$ cat config.mk
export PLATFORM = sky130hd
export DESIGN_NAME = lmf_back
export DESIGN_NICKNAME = d
export VERILOG_FILES = /design/src/rtl/core/assert_macros.svh /design/src/rtl/core/lmf_pkg.sv /design/src/rtl/core/lmf_back.sv
export SDC_FILE = /design/constraint.sdc
export NUM_CORES = 1
export LEC_CHECK = 0
export ABC_AREA = 1
export BUFFER_PORTS_ARGS = -buffer_cell sky130_fd_sc_hd__buf_2
export CORE_MARGIN = 2
export CORE_UTILIZATION = 63
export DETAILED_ROUTE_END_ITERATION = 10
export PLACE_DENSITY = 0.81
export SYNTH_ARGS = -nofsm -noshare
export SYNTH_HDL_FRONTEND = slang
export SYNTH_SLANG_ARGS = --single-unit
$ cat constraint.sdc
create_clock -name clk -period 5 [get_ports clk]
set_clock_uncertainty 0.15 [all_clocks]
set_input_delay 0.5 -clock clk [delete_from_list [all_inputs] [get_ports clk]]
set_output_delay 0.5 -clock clk [all_outputs]
set_load 0.005 [all_outputs]
$ cat src/rtl/core/assert_macros.svh
// Assertion macros used by the top level of the majority filter.
`ifndef ASSERT_MACROS_SVH
`define ASSERT_MACROS_SVH

// Expression must hold at every clock edge outside reset.
`define ASSERT_ALWAYS(name, expr, msg) \
    name: assert property (@(posedge clk) disable iff (!rst_n) (expr)) else $error(msg);

// Consequent must hold in the same cycle as the antecedent.
`define ASSERT_IMPLIES(name, ante, cons, msg) \
    name: assert property (@(posedge clk) disable iff (!rst_n) (ante) |-> (cons)) \
        else $error(msg);

// Consequent must hold in the cycle after the antecedent.
`define ASSERT_NEXT(name, ante, cons, msg) \
    name: assert property (@(posedge clk) disable iff (!rst_n) (ante) |=> (cons)) \
        else $error(msg);

`endif

$ cat src/rtl/core/lmf_pkg.sv
// Package with the types, constants and register codes of the majority filter.
package lmf_pkg;

    localparam int unsigned MAX_WIDTH  = 1024;
    localparam int unsigned MAX_HEIGHT = 1024;
    localparam int unsigned LABEL_BITS = 8;

    localparam int unsigned DIM_BITS   = 11;
    localparam int unsigned COL_BITS   = $clog2(MAX_WIDTH);
    localparam int unsigned ROW_BITS   = $clog2(MAX_HEIGHT + 1);
    localparam int unsigned NEED_BITS  = 4;
    localparam int unsigned CFG_BITS   = DIM_BITS;

    localparam int unsigned Q_DEPTH    = 4;
    localparam int unsigned Q_PTR_BITS = $clog2(Q_DEPTH);
    localparam int unsigned Q_LVL_BITS = $clog2(Q_DEPTH + 1);

    localparam logic [DIM_BITS-1:0]  FRAME_WIDTH_RST  = DIM_BITS'(1024);
    localparam logic [DIM_BITS-1:0]  FRAME_HEIGHT_RST = DIM_BITS'(1024);
    localparam logic [NEED_BITS-1:0] MIN_COUNT_RST    = NEED_BITS'(6);
    localparam logic [NEED_BITS-1:0] MIN_NEED         = NEED_BITS'(5);

    // Positions of the eight neighbours inside the 3x3 window (centre is 4).
    localparam int unsigned NB_IDX [0:7] = '{0, 1, 2, 3, 5, 6, 7, 8};

    typedef enum logic [1:0] {
        REG_FRAME_WIDTH  = 2'd0,
        REG_FRAME_HEIGHT = 2'd1,
        REG_MIN_COUNT    = 2'd2
    } reg_index_t;

    typedef enum logic {
        FUNC_PIXEL = 1'b0,
        FUNC_DRAIN = 1'b1
    } func_t;

    typedef logic [LABEL_BITS-1:0] label_t;

    // One classified item on its way from the front end to the back end.
    typedef struct packed {
        logic   shift;
        logic   emit;
        logic   interior;
        logic   last;
        label_t upper;
        label_t middle;
        label_t label;
    } lmf_entry_t;

    typedef struct packed {
        logic in_done;
        logic out_done;
    } front_stat_t;

endpackage

$ cat src/rtl/core/lmf_back.sv
// Back end: 3x3 window, two-stage majority vote and the result queue.
module lmf_back (
    input  logic                            clk,
    input  logic                            rst_n,
    input  logic                            q_empty,
    input  lmf_pkg::lmf_entry_t             q_head,
    output logic                            q_pop,
    input  logic [lmf_pkg::NEED_BITS-1:0]   need,
    input  logic                            pop,
    output logic                            empty,
    output logic [lmf_pkg::LABEL_BITS-1:0]  filtered_label,
    output logic                            frame_last
);

    lmf_pkg::label_t [8:0]          win_reg, win_next;

    logic                           a_valid_reg, a_interior_reg, a_last_reg;
    logic                           b_valid_reg, b_interior_reg, b_last_reg;
    logic [7:0][7:0]                b_eq_reg, eq_next;
    lmf_pkg::label_t [7:0]          b_nb_reg, nb_next;

    lmf_pkg::label_t                of_label_reg [0:lmf_pkg::Q_DEPTH-1];
    logic                           of_last_reg  [0:lmf_pkg::Q_DEPTH-1];
    logic [lmf_pkg::Q_PTR_BITS-1:0] of_wr_reg, of_rd_reg;
    logic [lmf_pkg::Q_LVL_BITS-1:0] of_level_reg;
    logic [lmf_pkg::Q_LVL_BITS-1:0] committed;
    logic                           of_pop;

    logic [3:0]                     cnt [0:7];
    logic                           found;
    lmf_pkg::label_t                sel, result;

    // Items are taken only when the result queue has room for every vote in flight.
    assign committed = of_level_reg + lmf_pkg::Q_LVL_BITS'(a_valid_reg)
                     + lmf_pkg::Q_LVL_BITS'(b_valid_reg);
    assign q_pop     = !q_empty && (committed < lmf_pkg::Q_LVL_BITS'(lmf_pkg::Q_DEPTH));

    always_comb
    begin
        win_next = win_reg;
        if (q_pop && q_head.shift)
        begin
            for (int r = 0; r < 3; r++)
            begin
                win_next[r*3+0] = win_reg[r*3+1];
                win_next[r*3+1] = win_reg[r*3+2];
            end
            win_next[2] = q_head.upper;
            win_next[5] = q_head.middle;
            win_next[8] = q_head.label;
        end
    end

    always_comb
    begin
        for (int i = 0; i < 8; i++)
        begin
            nb_next[i] = win_reg[lmf_pkg::NB_IDX[i]];
            for (int j = 0; j < 8; j++)
            begin
                eq_next[i][j] = (win_reg[lmf_pkg::NB_IDX[i]] == win_reg[lmf_pkg::NB_IDX[j]]);
            end
        end
    end

    always_comb
    begin
        found = 1'b0;
        sel   = '0;
        for (int i = 0; i < 8; i++)
        begin
            cnt[i] = 4'($countones(b_eq_reg[i]));
            if (!found && (cnt[i] >= need))
            begin
                found = 1'b1;
                sel   = b_nb_reg[i];
            end
        end
        result = (b_interior_reg && found) ? sel : '0;
    end

    assign empty          = (of_level_reg == '0);
    assign of_pop         = pop && !empty;
    assign filtered_label = of_label_reg[of_rd_reg];
    assign frame_last     = of_last_reg[of_rd_reg];

    always_ff @(posedge clk or negedge rst_n)
    begin
        if (!rst_n)
        begin
            win_reg      <= '0;
            a_valid_reg  <= 1'b0;
            b_valid_reg  <= 1'b0;
            of_wr_reg    <= '0;
            of_rd_reg    <= '0;
            of_level_reg <= '0;
        end
        else
        begin
            win_reg      <= win_next;
            a_valid_reg  <= q_pop && q_head.emit;
            b_valid_reg  <= a_valid_reg;
            if (b_valid_reg)
            begin
                of_wr_reg <= of_wr_reg + lmf_pkg::Q_PTR_BITS'(1);
            end
            if (of_pop)
            begin
                of_rd_reg <= of_rd_reg + lmf_pkg::Q_PTR_BITS'(1);
            end
            of_level_reg <= of_level_reg + lmf_pkg::Q_LVL_BITS'(b_valid_reg)
                          - lmf_pkg::Q_LVL_BITS'(of_pop);
        end
    end

    always_ff @(posedge clk)
    begin
        if (q_pop)
        begin
            a_interior_reg <= q_head.interior;
            a_last_reg     <= q_head.last;
        end
        b_interior_reg <= a_interior_reg;
        b_last_reg     <= a_last_reg;
        b_eq_reg       <= eq_next;
        b_nb_reg       <= nb_next;
        if (b_valid_reg)
        begin
            of_label_reg[of_wr_reg] <= result;
            of_last_reg[of_wr_reg]  <= b_last_reg;
        end
    end

endmodule

==> impl_results.md, run 1 <==
- WS Path Type: flip-flop to flip-flop
- Most common cell after layout, fill and taps aside: nand2_1
- Clock Tree Root: clkbuf_16
- Worst reg2reg path depth: 15
- Tot GR Track Use: 30.3%
- Fin util: 69.6%
- DP Wirelength: 20,800 um
- Area Growth Syn to Fin: 8.31%
- Power Dens Cells: 700 nW/um^2
- # setup viols final: 0
- Worst-path clk slew: 60 ps
- Die Width: 142 um
- Tcrit/Tclk final: 95.4%
- Synth area leaders: dfrtp_1, dfxtp_1, xnor2_1
- Hold/Removal Path Class: input pin to flip-flop
- DR vias: 9,149
- Fraction of layout cells with a size suffix above 1: 8.07%
- Vias in the first global route: 8,747
- Slew @ Worst Pin: 1040 ps
- Syn_area_per_cell: 8.88 um^2
- # H-tree levels: 1
- Status: finished, final reports clean
- Largest net degree at the start of global routing: 103
- Placer Congestion: 0.975
- CP Capture Type: flip-flop
- Synth area leader: dfrtp_1
- #FFs+latches synth: 213
- Die Span Y: 142 um
- Initial core utilization: 64.3%
- CP max FO: 10
- CP endpoint: of_label_reg[1][0]
- Fillcell total: 1,426
- Synth unique cells: 37
- CP Launch Type: flip-flop
- Minimum clock period: 4770 ps
- Max-slew headroom: 30.7%
- Hold Crit Depth: 1
- Post-route DRC: 0
- Worst r2r src: b_eq_reg[48]
- Wire per inst: 18.7 um
- Die ar.: 20,200 um^2
- Via density: 5.73
- Syn_nets: 1,486
- Max IR drop VDD: 0.538 mV
- Initial antenna violation count: 0
- Worst Path Arrival: 4920 ps
- CP cell instances: inv_1 -> ha_1 -> fa_1 -> fa_1 -> inv_1 -> ha_1 -> fa_1 -> xor2_1 -> ha_1 -> nand2_1 -> o311ai_4 -> clkinv_1 -> nand3b_1 -> nand3_1 -> nor2_1
- Final hold vios: 0
- Nets: 1,479
- FF-to-FF End: of_label_reg[1][0]
- Most frequent cells in the layout: nand2_1, xnor2_1, inv_1
- Cell Area, Placed: 12,200 um^2
- Row cnt: 50
- Critical Path Max Stage Delay: 490 ps
- WP depth: 15
- N_diodes: 0
- Critical path's top delay family: adder cells
- Synth Instances: 1,354
- Max-slew violations: 0
- CTS tree: done
- Post-Syn Area: 12,000 um^2
- Final Cell Area: 13,000 um^2
- Port buffer count: 46
- Post-synth top area share: 16.9%
- Fmax achieved: 210 MHz
- Synth warn: 0
- Critical path's slowest cell: fa_1
- TritonRoute pass-1 iters: 7
- Crit path buf inv count: 3
- CTS max path bufs: 3
- Worst endpoint required time: 5150 ps
- CTS buffer count: 23
- Clock Latency Late Sink: 510 ps
- Initial DRC Count: 981
- I/O Pins: 47
- Post-route ant nets: 0
- Max Cap Viol: 0
- R2R setup slack: 230 ps
- Core area: 18,700 um^2
- Static leakage: 6.05 nW
- PnR worst setup slack: 232 ps
- First-pass GRT wire length: 47,700 um
- CTS Sinks: 213
- Setup WS pre-CTS: 150 ps
- Worst Setup SP: b_eq_reg[48]
- Grt ovf: 0
- Routed WL: 29,900 um
- Post-synthesis sequential area ratio: 42.0%
[what timing repair did]
item	4_1_cts	5_1_grt
buffers inserted	0	6
gates resized for setup	0	5
endpoints found under the setup margin	0	32
hold endpoints to repair	33	0
hold buffers	1	0
[synthesized netlist by cell type]
library cell and instances:
nand2_1 222, xnor2_1 189, inv_1 144, nand3_1 104, dfxtp_1 94, nor2_1 89
dfrtp_1 81, ha_1 71, nand4_1 67, clkbuf_1 63, edfxtp_1 38, xor2_1 29
a21oi_1 26, fa_1 25, o21ai_0 21, buf_1 18, o21ai_1 17, buf_2 10
o22ai_1 9, nor4_1 8, nand3b_1 5, clkinv_1 3, nand3_2 3, and2_1 2
o211ai_1 2, o21bai_1 2, or2_2 2, a2111oi_4 1, a21oi_2 1, buf_4 1
inv_2 1, nand2_2 1, nand4_2 1, nor2_2 1, nor2_4 1, nor3_1 1
o311ai_4 1
[cells by family after synthesis]
| family | share of synthesized area [%] |
|---|---|
| xor gates and xnor gates | 15.9 |
| and+or+nand+nor | 19.1 |
| AOI/OAI and AO/OA | 3.90 |
| buffers and inverters | 7.63 |
| DFF | 42.0 |
| adders and majority gates | 11.5 |
[area by class of cell]
type                    instances  area, um^2  area share (%)
flip-flops and latches        213        5050            38.8
multi-input cells             902        6090            46.8
well taps                     234         293            2.25
clock inverters                14        88.8           0.682
clock buffers                  27         611            4.69
repair buffers                 59         333            2.56
inverters                     148         556            4.27
[report_power, final]
group          total [mW]  internal [mW]  switching [mW]
registers            3.64           2.39            1.25
logic                3.90           1.82            2.07
clock network        1.58          0.881           0.702
total                9.12           5.10            4.03
[routing by layer]
metal  vias to the layer above  track usage [%]  part of all wire, %
met5                         -                0                    0
met3                        62             5.35                  9.1
met4                         0             7.84                  2.5
li1                       4322                -                    -
met2                       446             48.9                   47
met1                      4319             42.8                   42
[how the worst min path moves through the flow]
| stage | slack, ps | start | endpoint |
|---|---|---|---|
| after global routing | 1 | q_head[25] | a_interior_reg |
| final | 20 | q_head[25] | a_interior_reg |
| after CTS | 5 | q_head[25] | a_interior_reg |
| after floorplan | 50 | rst_n | a_valid_reg |
| after global placement | 180 | a_last_reg | b_last_reg |
| after detailed placement | 190 | a_interior_reg | b_interior_reg |
[stage by stage]
| stage | power (mW) | instances | hold slack (ps) | setup TNS (ps) |
|---|---|---|---|---|
| 5_1_grt | 9.74 | 1597 | 1.47 | -7.16 |
| 2_1_floorplan | 6.25 | 1354 | 54.4 | 0 |
| 3_3_place_gp | 7.13 | 1548 | 181 | 0 |
| 4_1_cts | 8.93 | 1590 | 5.20 | 0 |
| 3_5_place_dp | 7.34 | 1548 | 189 | 0 |
| 6_report | 9.12 | 1597 | 17.2 | 0 |
Power figures use the tool's default switching activity.
==> run 2, diff against run 1 <==
Settings changed: CORE_MARGIN 2 to default, REMOVE_ABC_BUFFERS from default to 1.
==> impl_results.md, run 2 (same netlist as run 1, synthesis figures left out) <==
- DP Wirelength: 19,800 um
- Clock Latency Late Sink: 510 ps
- CTS max path bufs: 3
- Worst r2r src: b_eq_reg[48]
- # H-tree levels: 1
- Static leakage: 6.06 nW
- Status: finished, final reports clean
- Dpl cells: 1,548
- Setup TNS: 0 ps
- Worst reg2reg path depth: 15
- Post-route ant nets: 0
- Fraction of layout cells with a size suffix above 1: 7.67%
- Minimum clock period: 4770 ps
- Most frequent cells in the layout: nand2_1, xnor2_1, inv_1
- Initial antenna violation count: 1
- Post-Layout Cell Count: 1,591
- Worst endpoint required time: 5140 ps
- Nets: 1,472
- Tot GR Track Use: 30.6%
- CTS buffer count: 22
- Die ar.: 19,600 um^2
- R2R setup slack: 230 ps
- CTS tree: done
- RSZ-0062 raised after global routing: no
- Post-route DRC: 0
- TritonRoute pass-1 iters: 7
- Clock network power share: 18.9%
- # setup viols final: 0
- Initial core utilization: 64.3%
- Via density: 5.75
- Clock Tree Root: clkbuf_16
- Internal power: 5.19 mW
- Port buffer count: 46
- Worst Setup SP: b_eq_reg[48]
- Max-slew violations: 0
- Part of the power in registers: 39.5%
- Die Width: 140 um
- Power Dens Cells: 702 nW/um^2
- Placer Congestion: 0.911
- Vias in the first global route: 8,991
- # Post-CTS Setup Buffers: 0
- First-pass GRT wire length: 46,900 um
- Largest net degree at the start of global routing: 103
- Die Span Y: 140 um
- DR vias: 9,153
- Worst Path Arrival: 4920 ps
- Fillcell total: 1,405
- Sw Share: 43.4%
- WS Path Type: flip-flop to flip-flop
- Row cnt: 50
- CP max FO: 10
- Routed WL: 28,800 um
- Combinational power share: 41.6%
- Switching pwr: 3.99 mW
- Grt ovf: 0
- Initial DRC Count: 880
- CTS Sinks: 213
- CP Launch Type: flip-flop
- Worst-path clk slew: 70 ps
- Core area: 18,700 um^2
- Wire per inst: 18.1 um
- FF-to-FF End: of_label_reg[1][7]
- CP endpoint: of_label_reg[1][7]
- I/O Pins: 47
- Hold/Removal Path Class: input pin to flip-flop
- Max-slew headroom: 34.4%
- Hold Crit Depth: 1
- Fmax achieved: 209 MHz
- Area Growth Syn to Fin: 8.63%
- Final hold slack: 26.8 ps
- Slew @ Worst Pin: 984 ps
- Final hold vios: 0
- CP Capture Type: flip-flop
- Tcrit/Tclk final: 95.5%
- Most common cell after layout, fill and taps aside: nand2_1
- Max IR drop VDD: 0.378 mV
- Max Cap Viol: 0
==> run 2: area by class of cell <==
type | instances | area (um^2) | share of cell area [%]
Clock buffer | 31 | 668 | 5.11
Clock inverter | 9 | 111 | 0.852
Inverter | 148 | 559 | 4.28
Sequential cell | 213 | 5050 | 38.7
Antenna cell | 1 | 2.50 | 0.0192
Timing Repair Buffer | 54 | 298 | 2.28
Tap cell | 234 | 293 | 2.24
Multi-Input combinational cell | 901 | 6080 | 46.6
==> run 2: worst min-delay path by stage <==
stage / from / slack [ps] / end
after CTS: q_head[25] / 10 / a_interior_reg
after detailed placement: a_interior_reg / 180 / b_interior_reg
after global placement: a_interior_reg / 180 / b_interior_reg
after global routing: q_head[25] / 10 / a_interior_reg
after floorplan: rst_n / 50 / a_valid_reg
final: q_head[25] / 30 / a_interior_reg
==> run 2: worst max-delay path, cell delays in order (launching register included) <==
cell and delay, ps:
dfxtp_1 310, inv_1 70, ha_1 340, fa_1 470, fa_1 490, inv_1 40, ha_1 190, fa_1 380
xor2_1 170, ha_1 270, nand2_1 80, o311ai_4 460, clkinvlp_4 350, nand3b_1 350, nand3_1 120, nor2_1 300
==> run 2: through the flow <==
| stage | total power, mW | util (%) | area [um^2] | setup WS [ps] |
|---|---|---|---|---|
| after floorplan | 6.07 | - | 11700 | 438 |
| after global placement | 7.13 | 65.4 | 12200 | 466 |
| after detailed placement | 7.32 | 65.4 | 12200 | 289 |
| after CTS | 9.12 | 69.7 | 13000 | 199 |
| after global routing | 9.78 | 69.8 | 13100 | 0.935 |
| final | 9.18 | 69.8 | 13100 | 225 |
==> run 2: power by group through the flow <==
stage | Combinational, mW | Sequential [mW] | Clock, mW
2_1_floorplan | 2.89 | 3.19 | 0
3_3_place_gp | 3.55 | 3.58 | 0
3_5_place_dp | 3.73 | 3.60 | 0
4_1_cts | 3.79 | 3.57 | 1.75
5_1_grt | 4.29 | 3.68 | 1.82
6_report | 3.82 | 3.62 | 1.73
==> run 2: what timing repair did <==
action	4_1_cts	5_1_grt
endpoints found under the setup margin	0	32
resized for setup	0	5
hold endpoints to repair	16	0
hold buffers	2	0
==> run 2: routing by layer <==
metal	up-vias	global-route usage, %	routed length, um
met1	4311	40.8	11800
met5	-	0	0
met3	94	3.59	2120
met4	0	15.0	1380
met2	440	50.0	13500
li1	4308	-	-
