--- config.mk ---
export PLATFORM = sky130hd
export DESIGN_NAME = lmf_queue
export DESIGN_NICKNAME = d
export VERILOG_FILES = /design/src/rtl/core/assert_macros.svh /design/src/rtl/core/lmf_pkg.sv /design/src/rtl/core/lmf_queue.sv
export SDC_FILE = /design/constraint.sdc
export NUM_CORES = 1
export LEC_CHECK = 0
export ABC_AREA = 1
export BUFFER_PORTS_ARGS = -buffer_cell sky130_fd_sc_hd__buf_4
export CAP_MARGIN = 20
export CORE_UTILIZATION = 57
export DETAILED_ROUTE_END_ITERATION = 7
export PLACE_DENSITY_LB_ADDON = 0.3
export SLEW_MARGIN = 20
export SYNTH_ARGS = -nofsm -noshare
export SYNTH_HDL_FRONTEND = slang
export SYNTH_SLANG_ARGS = --single-unit
export TNS_END_PERCENT = 50
--- constraint.sdc ---
create_clock -name clk -period 2.1 [get_ports clk]
set_input_delay 0.21 -clock clk [delete_from_list [all_inputs] [get_ports clk]]
set_output_delay 0.21 -clock clk [all_outputs]
set_load 0.01 [all_outputs]
--- src/rtl/core/assert_macros.svh ---
// Assertion macros used by the top level of the majority filter.
`ifndef ASSERT_MACROS_SVH
`define ASSERT_MACROS_SVH

// Expression must hold at every clock edge outside reset.
`define ASSERT_ALWAYS(name, expr, msg) \
    name: assert property (@(posedge clk) disable iff (!rst_n) (expr)) else $error(msg);

// Consequent must hold in the same cycle as the antecedent.
`define ASSERT_IMPLIES(name, ante, cons, msg) \
    name: assert property (@(posedge clk) disable iff (!rst_n) (ante) |-> (cons)) \
        else $error(msg);

// Consequent must hold in the cycle after the antecedent.
`define ASSERT_NEXT(name, ante, cons, msg) \
    name: assert property (@(posedge clk) disable iff (!rst_n) (ante) |=> (cons)) \
        else $error(msg);

`endif

--- src/rtl/core/lmf_pkg.sv ---
// Package with the types, constants and register codes of the majority filter.
package lmf_pkg;

    localparam int unsigned MAX_WIDTH  = 1024;
    localparam int unsigned MAX_HEIGHT = 1024;
    localparam int unsigned LABEL_BITS = 8;

    localparam int unsigned DIM_BITS   = 11;
    localparam int unsigned COL_BITS   = $clog2(MAX_WIDTH);
    localparam int unsigned ROW_BITS   = $clog2(MAX_HEIGHT + 1);
    localparam int unsigned NEED_BITS  = 4;
    localparam int unsigned CFG_BITS   = DIM_BITS;

    localparam int unsigned Q_DEPTH    = 4;
    localparam int unsigned Q_PTR_BITS = $clog2(Q_DEPTH);
    localparam int unsigned Q_LVL_BITS = $clog2(Q_DEPTH + 1);

    localparam logic [DIM_BITS-1:0]  FRAME_WIDTH_RST  = DIM_BITS'(1024);
    localparam logic [DIM_BITS-1:0]  FRAME_HEIGHT_RST = DIM_BITS'(1024);
    localparam logic [NEED_BITS-1:0] MIN_COUNT_RST    = NEED_BITS'(6);
    localparam logic [NEED_BITS-1:0] MIN_NEED         = NEED_BITS'(5);

    // Positions of the eight neighbours inside the 3x3 window (centre is 4).
    localparam int unsigned NB_IDX [0:7] = '{0, 1, 2, 3, 5, 6, 7, 8};

    typedef enum logic [1:0] {
        REG_FRAME_WIDTH  = 2'd0,
        REG_FRAME_HEIGHT = 2'd1,
        REG_MIN_COUNT    = 2'd2
    } reg_index_t;

    typedef enum logic {
        FUNC_PIXEL = 1'b0,
        FUNC_DRAIN = 1'b1
    } func_t;

    typedef logic [LABEL_BITS-1:0] label_t;

    // One classified item on its way from the front end to the back end.
    typedef struct packed {
        logic   shift;
        logic   emit;
        logic   interior;
        logic   last;
        label_t upper;
        label_t middle;
        label_t label;
    } lmf_entry_t;

    typedef struct packed {
        logic in_done;
        logic out_done;
    } front_stat_t;

endpackage

--- src/rtl/core/lmf_queue.sv ---
// Short queue of classified items between the front end and the back end.
module lmf_queue (
    input  logic                           clk,
    input  logic                           rst_n,
    input  logic                           push,
    input  lmf_pkg::lmf_entry_t            push_entry,
    input  logic                           pop,
    output lmf_pkg::lmf_entry_t            head,
    output logic                           empty,
    output logic [lmf_pkg::Q_LVL_BITS-1:0] level
);

    lmf_pkg::lmf_entry_t            slot_reg [0:lmf_pkg::Q_DEPTH-1];
    logic [lmf_pkg::Q_PTR_BITS-1:0] wr_ptr_reg, wr_ptr_next;
    logic [lmf_pkg::Q_PTR_BITS-1:0] rd_ptr_reg, rd_ptr_next;
    logic [lmf_pkg::Q_LVL_BITS-1:0] level_reg, level_next;
    logic                           do_pop;

    assign empty  = (level_reg == '0);
    assign do_pop = pop && !empty;
    assign head   = slot_reg[rd_ptr_reg];
    assign level  = level_reg;

    always_comb
    begin
        wr_ptr_next = push   ? wr_ptr_reg + lmf_pkg::Q_PTR_BITS'(1) : wr_ptr_reg;
        rd_ptr_next = do_pop ? rd_ptr_reg + lmf_pkg::Q_PTR_BITS'(1) : rd_ptr_reg;
        level_next  = level_reg + lmf_pkg::Q_LVL_BITS'(push)
                    - lmf_pkg::Q_LVL_BITS'(do_pop);
    end

    always_ff @(posedge clk or negedge rst_n)
    begin
        if (!rst_n)
        begin
            wr_ptr_reg <= '0;
            rd_ptr_reg <= '0;
            level_reg  <= '0;
        end
        else
        begin
            wr_ptr_reg <= wr_ptr_next;
            rd_ptr_reg <= rd_ptr_next;
            level_reg  <= level_next;
        end
    end

    always_ff @(posedge clk)
    begin
        if (push)
        begin
            slot_reg[wr_ptr_reg] <= push_entry;
        end
    end

endmodule

==> results of run 1 <==
==> worst reg2reg max path, stage by stage, from the launching register on <==
cell and delay, ns:
dfrtp_2 0.45, nor2_1 0.12, nand2_1 0.12, nand2_1 0.11
inv_1 0.05, ha_1 0.27, inv_1 0.06, ha_1 0.13
inv_1 0.04, fa_1 0.48, inv_1 0.04
==> power breakdown <==
part | internal (W) | switching, W | total, W
clock | 0.00217 | 0.00103 | 0.00320
combinational | 0.00129 | 0.00189 | 0.00318
sequential | 0.00312 | 0.000183 | 0.00331
==> cells by family (layout without fill, tap and decap cells) <==
family | count (synthesis) | count (layout) | synth area share [%]
AO/OA/AOI/OAI | 57 | 57 | 5.91
XOR/XNOR | 3 | 3 | 0.544
adder cells (fa/ha/maj) | 7 | 7 | 1.97
buffers and inverters | 63 | 181 | 5.88
flip-flops | 119 | 119 | 73.3
AND/OR/NAND/NOR | 159 | 159 | 12.4
==> cell type report <==
class                      instances  area (um^2)
multi-input combinational        226         1010
sequential                       119         3540
clock inverter                    15          250
clock buffer                      17          414
timing repair buffer             105          928
inverter                          44          168
fill                             453         1780
tap                              105          131
==> path summary, 6_finish.rpt <==
| path | startpoint | to | cells after the start |
|---|---|---|---|
| setup / recovery | rd_ptr_reg[0] | head[25] | 5 |
| hold / removal | rst_n | level[2] | 2 |
| setup reg to reg | level[1] | level[1] | 10 |
| hold reg to reg | rd_ptr_reg[1] | rd_ptr_reg[1] | 2 |
| max in group asynchronous | rst_n | level[1] | 2 |
| min in group clk | push_entry[10] | slot_reg[2][10] | 2 |
==> synth_stat cells <==
cell type  instances  share of area, %
xnor2_1            1              0.18
fa_1               1              0.41
ha_1               6               1.6
o21ai_1           19               2.0
buf_2              5              0.52
edfxtp_1         112                70
clkbuf_1           7              0.54
xor2_1             2              0.36
nor2_1            57               4.4
inv_1             43               3.3
o21ai_0           38               3.9
buf_6              5               1.2
nand3_1            2              0.21
inv_2              1             0.078
buf_1              1             0.078
nand2_1          100               7.8
buf_4              1              0.16
dfrtp_1            7               3.6
==> per-stage QoR <==
stage	hold WS (ns)	utilization, %	total power [W]
2_1_floorplan	-0.0856	-	0.00513
5_1_grt	0.0418	78.4	0.0102
4_1_cts	0.0176	77.9	0.00964
6_report	0.0362	78.4	0.00969
3_3_place_gp	0.0270	66.1	0.00622
3_5_place_dp	0.0278	66.1	0.00633
==> routing by layer <==
metal  global-route usage (%)  routed length, um  vias up  part of all wire [%]
met3                     6.96                454       19                   4.6
li1                         -                  -     1563                     -
met1                     27.2               4080     1531                    42
met2                     41.1               5130      108                    52
met4                     11.2                160        0                   1.6
met5                        0                  0        -                     0
==> repair_timing <==
| item | in CTS | in global routing |
|---|---|---|
| hold buffers | 31 | 0 |
| endpoints found under the setup margin | 0 | 9 |
| buffers inserted | 0 | 0 |
| resized for setup | 0 | 5 |
| endpoints found under the hold margin | 123 | 0 |
==> reports/qor.txt, run 1 <==
outcome - complete, no violations
Synth warnings - 0
CTS buffer count - 17
Max transition margin - 77.9%
dpl cells - 567
initial antenna violation count - 0
Crit path arrival time - 1.84 ns
# nets final - 552
Seq cells post-synth - 119
IO Count - 64
CP Launch Type - register
CTS tree - yes
Cell Area, Placed - 0.00543 mm^2
H-Tree Depth - 4
GPL Wtd Cong - 0.828
row cnt - 33
Final min period - 2.05 ns
most frequent cells in the layout - edfxtp_1, nand2_1, buf_4
DRC Markers - 0
slowest CP cell - dfrtp_2
endpoint class of the critical path - output pin
DR WL/cell - 15.6 um
Setup Skew - 0.00492 ns
Antenna Cells - 0
number of global-route vias before repair - 3203
Leakage - 2.71 nW
class of the worst hold path - primary input to async pin
Post-DP HPWL - 5120 um
gr ovfl total - 0
Avg Cell Area, Syn - 11.8 um^2
share of cells above drive strength 1 - 20.7%
post-DR vias/cell - 5.10
TritonCTS Sinks - 119
Root Buffer - clkbuf_8
Power per Cell Area - 1510 mW/mm^2
fmax - 487 MHz
worst-case clock buffer depth - 2
largest net degree at the start of global routing - 87
Setup TNS - 0 ns
# setup viols final - 0
Crit path required time - 1.89 ns
Mapped Cells - 408
Final Cycle Share - 97.8%
worst skew pair latency - 0.52 ns
CP Buf/Inv Count - 2
post-route ant nets - 0
DR vias - 3221
Top delay family on crit path - flip-flops
R2R Setup Slk - 0.14 ns
slowest cell delay on critical path - 0.48 ns
fin area - 0.00644 mm^2
TritonRoute pass-1 iters - 4
crit path cell chain - buf_16, o21ai_0, nand2_1, nand2_1, buf_4
Place WS - 0.123 ns
Core Region - 0.00822 mm^2
violation count after the first detailed-route iteration - 160
synthesized area - 0.00483 mm^2
Worst path most repeated cell - nand2_1
Slew Limit Fails - 0
Finished Layout Cells - 631
critical setup path kind - register to output pin
Port-buffer cells - 63
Die ar. - 0.00884 mm^2
Worst-Margin Slew - 0.332 ns
first-pass GRT wire length - 15000 um
post-synthesis sequential area ratio - 73.3%
Largest register FFs - 112
GRT Resource Usage Total - 23.8%
crit path max fanout - 43
clk slew on worst S/H paths - 0.06 ns
max_cap viols - 0
Total Routed Length - 9830 um
P&R area growth vs syn - 33.4%
Initial Util - 58.8%
Die X - 94.0 um
RSZ-0062 raised after global routing - false
post-synth cell types - 18
Final Hold Fails - 0
Syn Nets - 447
Max VDD drop - 1070 uV
Die Y - 94.0 um
Final WS setup - 0.0456 ns
most common cell after layout, fill and taps aside - edfxtp_1
(Power assumes the default switching activity.)
==> inputs of run 2 (changes only) <==
CELL_PAD_IN_SITES_DETAIL_PLACEMENT = 1   (was not set)
CELL_PAD_IN_SITES_GLOBAL_PLACEMENT = 2   (was not set)
CORE_UTILIZATION = 38   (was 57)
MAX_ROUTING_LAYER = met4   (was not set)
PLACE_DENSITY_LB_ADDON = 0.1   (was 0.3)
==> reports/qor.txt, run 2 (synthesis gave the netlist of run 1 again) <==
outcome - complete, no violations
Die X - 115 um
most frequent cells in the layout - edfxtp_1, nand2_1, buf_4
post-DR vias/cell - 4.56
global routing met2 resource utilization - 29.5%
Max VDD drop - 703 uV
grt met3 use - 4.13%
Antenna Cells - 0
Die Y - 115 um
grt peak-use layer - met2
post-route ant nets - 0
clk slew on worst S/H paths - 0.06 ns
setup repair bufs after CTS - 0
Hold WS - 0.0165 ns
Port-buffer cells - 63
Core Region - 0.0122 mm^2
Max transition margin - 70.9%
CP Launch Type - register
Reg2Reg Depth - 10
Setup crit start - level[2]
TritonCTS Sinks - 119
row cnt - 40
endpoint class of the critical path - register
Initial Util - 39.5%
# fillers - 1323
RSZ-0062 raised after global routing - false
min-delay src - push_entry[4]
Total Routed Length - 9890 um
gr ovfl total - 0
Die ar. - 0.0132 mm^2
cts repair resizes - 0
DR vias - 3131
initial antenna violation count - 0
DR WL/cell - 14.4 um
crit path max fanout - 5
TritonRoute pass-1 iters - 4
R2R Setup Slk - 0.17 ns
Setup Skew - 0.0108 ns
CTS tree - yes
H-Tree Depth - 4
fin area - 0.00637 mm^2
critical setup path kind - register to register
Slew Limit Fails - 0
P&R area growth vs syn - 32.0%
violation count after the first detailed-route iteration - 85
Hold Path End - slot_reg[1][4]
Final Cycle Share - 92.0%
Setup TNS - 0 ns
Final min period - 1.93 ns
class of the worst hold path - primary input to register
Power per Cell Area - 1460 mW/mm^2
Reg-to-Reg End - level[1]
GRT Resource Usage Total - 17.1%
GPL Wtd Cong - 0.703
Largest register FFs - 112
Leakage - 2.64 nW
DRC Markers - 0
most common cell after layout, fill and taps aside - edfxtp_1
met1 Usage GRT - 19.5%
hold-critical path depth - 1
number of global-route vias before repair - 3254
max_cap viols - 0
Final Hold Fails - 0
# nets final - 544
Post-DP HPWL - 6010 um
Worst-Margin Slew - 0.437 ns
Crit path required time - 2.40 ns
Crit path arrival time - 2.23 ns
share of cells above drive strength 1 - 21.0%
first-pass GRT wire length - 16000 um
largest net degree at the start of global routing - 46
worst reg2reg startpoint - level[2]
IO Count - 64
worst-case clock buffer depth - 2
worst skew pair latency - 0.40 ns
Root Buffer - clkbuf_16
fmax - 518 MHz
CTS buffer count - 17
# setup viols final - 0
Cell Area, Placed - 0.00554 mm^2
==> run 2: cell types whose count changed in the layout (fill, tap and decap cells not counted), sizes merged <==
cell	delta
dlygate4sd3	-8
bufinv	-3
clkinvlp	+2
buf	+1
clkbuf	-1
clkinv	+1
==> run 2: final cells by class <==
class / instances / area (um^2) / area share, %
Clock inverter: 15 / 178 / 2.79
Multi-Input combinational cell: 226 / 1010 / 15.8
Tap cell: 168 / 210 / 3.30
Sequential cell: 119 / 3540 / 55.5
Inverter: 44 / 165 / 2.59
Clock buffer: 17 / 425 / 6.68
Timing Repair Buffer: 97 / 848 / 13.3
==> run 2: how the worst max path moves through the flow <==
stage	endpoint	slack, ns	depth (start not counted)
floorplan	level[1]	0.23	10
CTS	head[2]	0.11	5
finish	level[1]	0.17	10
global placement	level[1]	0.25	10
detailed placement	level[1]	0.17	10
global route	level[2]	0.002	12
==> run 2: where the power goes <==
| part | leakage [nW] | switching (W) | internal [W] | total, W |
|---|---|---|---|---|
| Sequential | 1.11 | 0.000137 | 0.00312 | 0.00326 |
| Clock | 0.282 | 0.00102 | 0.00187 | 0.00289 |
| Combinational | 1.25 | 0.00188 | 0.00127 | 0.00316 |
==> run 2: repair_timing <==
| action | 4_1_cts | 5_1_grt |
|---|---|---|
| setup endpoints to repair | 0 | 0 |
| endpoints found under the hold margin | 88 | 4 |
| hold buffers | 22 | 1 |
==> run 2: critical path: stages, from the launching register on <==
cell	delay [ns]
dfrtp_1	0.42
nor2_1	0.11
nand2_1	0.12
nand2_1	0.10
inv_1	0.05
ha_1	0.27
inv_1	0.06
ha_1	0.13
inv_1	0.05
fa_1	0.48
inv_1	0.04
==> run 2: per-layer routing <==
layer  vias to the layer above  part of all wire, %
met5                         -                    0
met3                         7                  3.1
met2                        52                   52
met4                         0                 0.83
li1                       1550                    -
met1                      1522                   44
==> run 2: metrics by stage <==
| step | worst slack, ns | utilization, % | instances | power, W |
|---|---|---|---|---|
| finish | 0.168 | 52.2 | 686 | 0.00930 |
| global route | 0.00226 | 52.2 | 686 | 0.00992 |
| CTS | 0.113 | 52.1 | 685 | 0.00947 |
| detailed placement | 0.165 | 45.4 | 631 | 0.00651 |
| global placement | 0.252 | 45.4 | 631 | 0.00641 |
| floorplan | 0.226 | - | 408 | 0.00513 |
==> inputs of run 3 (changes only) <==
GPL_TIMING_DRIVEN = 0   (was not set)
==> reports/qor.txt, run 3 (synthesis gave the netlist of run 1 again) <==
outcome - complete, no violations
GRT Resource Usage Total - 19.7%
Leakage - 2.63 nW
Port-buffer cells - 63
violation count after the first detailed-route iteration - 98
crit path max fanout - 10
clk slew on worst S/H paths - 0.05 ns
P&R area growth vs syn - 30.7%
Switch Pwr - 0.00312 W
largest net degree at the start of global routing - 29
share of cells above drive strength 1 - 20.7%
initial antenna violation count - 0
post-route ant nets - 0
DRC Markers - 0
slowest cell delay on critical path - 0.38 ns
IO Count - 64
first-pass GRT wire length - 17900 um
switching part of the total - 34.6%
Worst path most repeated cell - buf_4
post-DR vias/cell - 4.64
Die X - 115 um
class of the worst hold path - primary input to register
Slew Limit Fails - 0
clock network fraction of total power - 26.7%
Max transition margin - 49.3%
CTS buffer count - 17
worst-case clock buffer depth - 2
critical setup path kind - register to output pin
DR WL/cell - 16.3 um
CTS tree - yes
endpoint class of the critical path - output pin
RSZ-0062 raised after global routing - false
Final Cycle Share - 94.0%
Post-DP HPWL - 6760 um
Power per Cell Area - 1430 mW/mm^2
Die ar. - 0.0132 mm^2
row cnt - 40
crit path cell chain - inv_1, buf_4, buf_2, nor2_1, o21ai_1, nand2_1, buf_4
most frequent cells in the layout - edfxtp_1, nand2_1, buf_4
# setup viols final - 0
GPL Wtd Cong - 0.686
number of global-route vias before repair - 3503
Crit path required time - 1.89 ns
# nets final - 560
fmax - 507 MHz
Cell Area, Placed - 0.00551 mm^2
slowest CP cell - dfrtp_1
Largest register FFs - 112
logic gate share of total power - 36.9%
worst skew pair latency - 0.41 ns
Final WS setup - 0.126 ns
Initial Util - 39.5%
Die Y - 115 um
Setup Skew - 0.00541 ns
Int Pwr - 0.00590 W
fin area - 0.00631 mm^2
TritonCTS Sinks - 119
Final Hold Fails - 0
Worst-Margin Slew - 0.759 ns
Reg power frac - 36.5%
Crit path arrival time - 1.76 ns
max_cap viols - 0
Root Buffer - clkbuf_16
Core Region - 0.0122 mm^2
gr ovfl total - 0
Max VDD drop - 796 uV
DR vias - 3249
Total Routed Length - 11400 um
TritonRoute pass-1 iters - 4
H-Tree Depth - 4
Place WS - 0.0818 ns
most common cell after layout, fill and taps aside - edfxtp_1
Final min period - 1.97 ns
CP Launch Type - register
Antenna Cells - 0
# fillers - 1313
-- run 3: changes by cell type in the layout (fill, tap and decap cells not counted), moves of 4 or more --
cell,previous run,this run
clkinvlp_4,5,1
buf_2,0,4
clkinv_1,0,4
clkbuf_1,0,7
buf_6,0,5
buf_12,5,0
clkbuf_2,0,7
dlygate4sd3_1,23,29
-- run 3: final timing paths --
kind	start	cells after the start	slack, ns	end
max	rd_ptr_reg[1]	7	0.13	head[26]
min	push	2	0.04	level[0]
max reg2reg	level[2]	10	0.17	level[1]
min reg2reg	rd_ptr_reg[1]	2	0.49	rd_ptr_reg[1]
max in group asynchronous	rst_n	2	1.81	level[1]
min in group asynchronous	rst_n	2	0.15	rd_ptr_reg[0]
-- run 3: final cells by class --
cell class	count	area [um^2]	area share, %
Clock inverter	7	32.5	0.515
Buffer	19	130	2.06
Clock buffer	23	448	7.10
Sequential cell	119	3540	56.1
Multi-Input combinational cell	226	1010	16.0
Inverter	44	165	2.62
Tap cell	168	210	3.33
Timing Repair Buffer	94	778	12.3
-- run 3: what timing repair did --
action | in CTS | in global routing
buffers inserted | 0 | 2
resized for setup | 3 | 10
endpoints found under the hold margin | 117 | 0
setup endpoints to repair | 20 | 23
hold buffers | 29 | 0
-- run 3: power groups by stage --
stage / combinational (W) / clock [W] / sequential (W)
after global routing: 0.00373 / 0.00255 / 0.00333
after CTS: 0.00337 / 0.00245 / 0.00330
after floorplan: 0.00182 / 0 / 0.00331
after detailed placement: 0.00329 / 0 / 0.00335
after global placement: 0.00319 / 0 / 0.00333
final: 0.00333 / 0.00240 / 0.00329
-- run 3: worst max-delay path: cells and delay by family (launching register included) --
kind / cells / cell delay, ns
buffers and inverters: 4 / 0.72
DFF: 1 / 0.38
and+or+nand+nor: 2 / 0.17
AOI/OAI and AO/OA: 1 / 0.09
-- run 3: stage by stage --
stage / TNS, ns / hold WS (ns) / std cells / power (W) / utilization [%]
6_report: 0 / 0.0414 / 700 / 0.00902 / 51.7
5_1_grt: 0 / 0.0383 / 700 / 0.00961 / 51.7
4_1_cts: 0 / 0.0235 / 698 / 0.00912 / 51.5
3_5_place_dp: 0 / 0.0325 / 639 / 0.00663 / 45.1
3_3_place_gp: -3.47 / 0.0326 / 639 / 0.00653 / 45.1
2_1_floorplan: 0 / -0.0856 / 408 / 0.00513 / -
-- run 3: per-layer routing --
metal	routed length (um)	track usage, %	part of all wire, %
met1	5040	22.0	44
met4	180	7.79	1.6
met5	0	-	0
met2	5860	33.9	51
met3	361	5.08	3.2
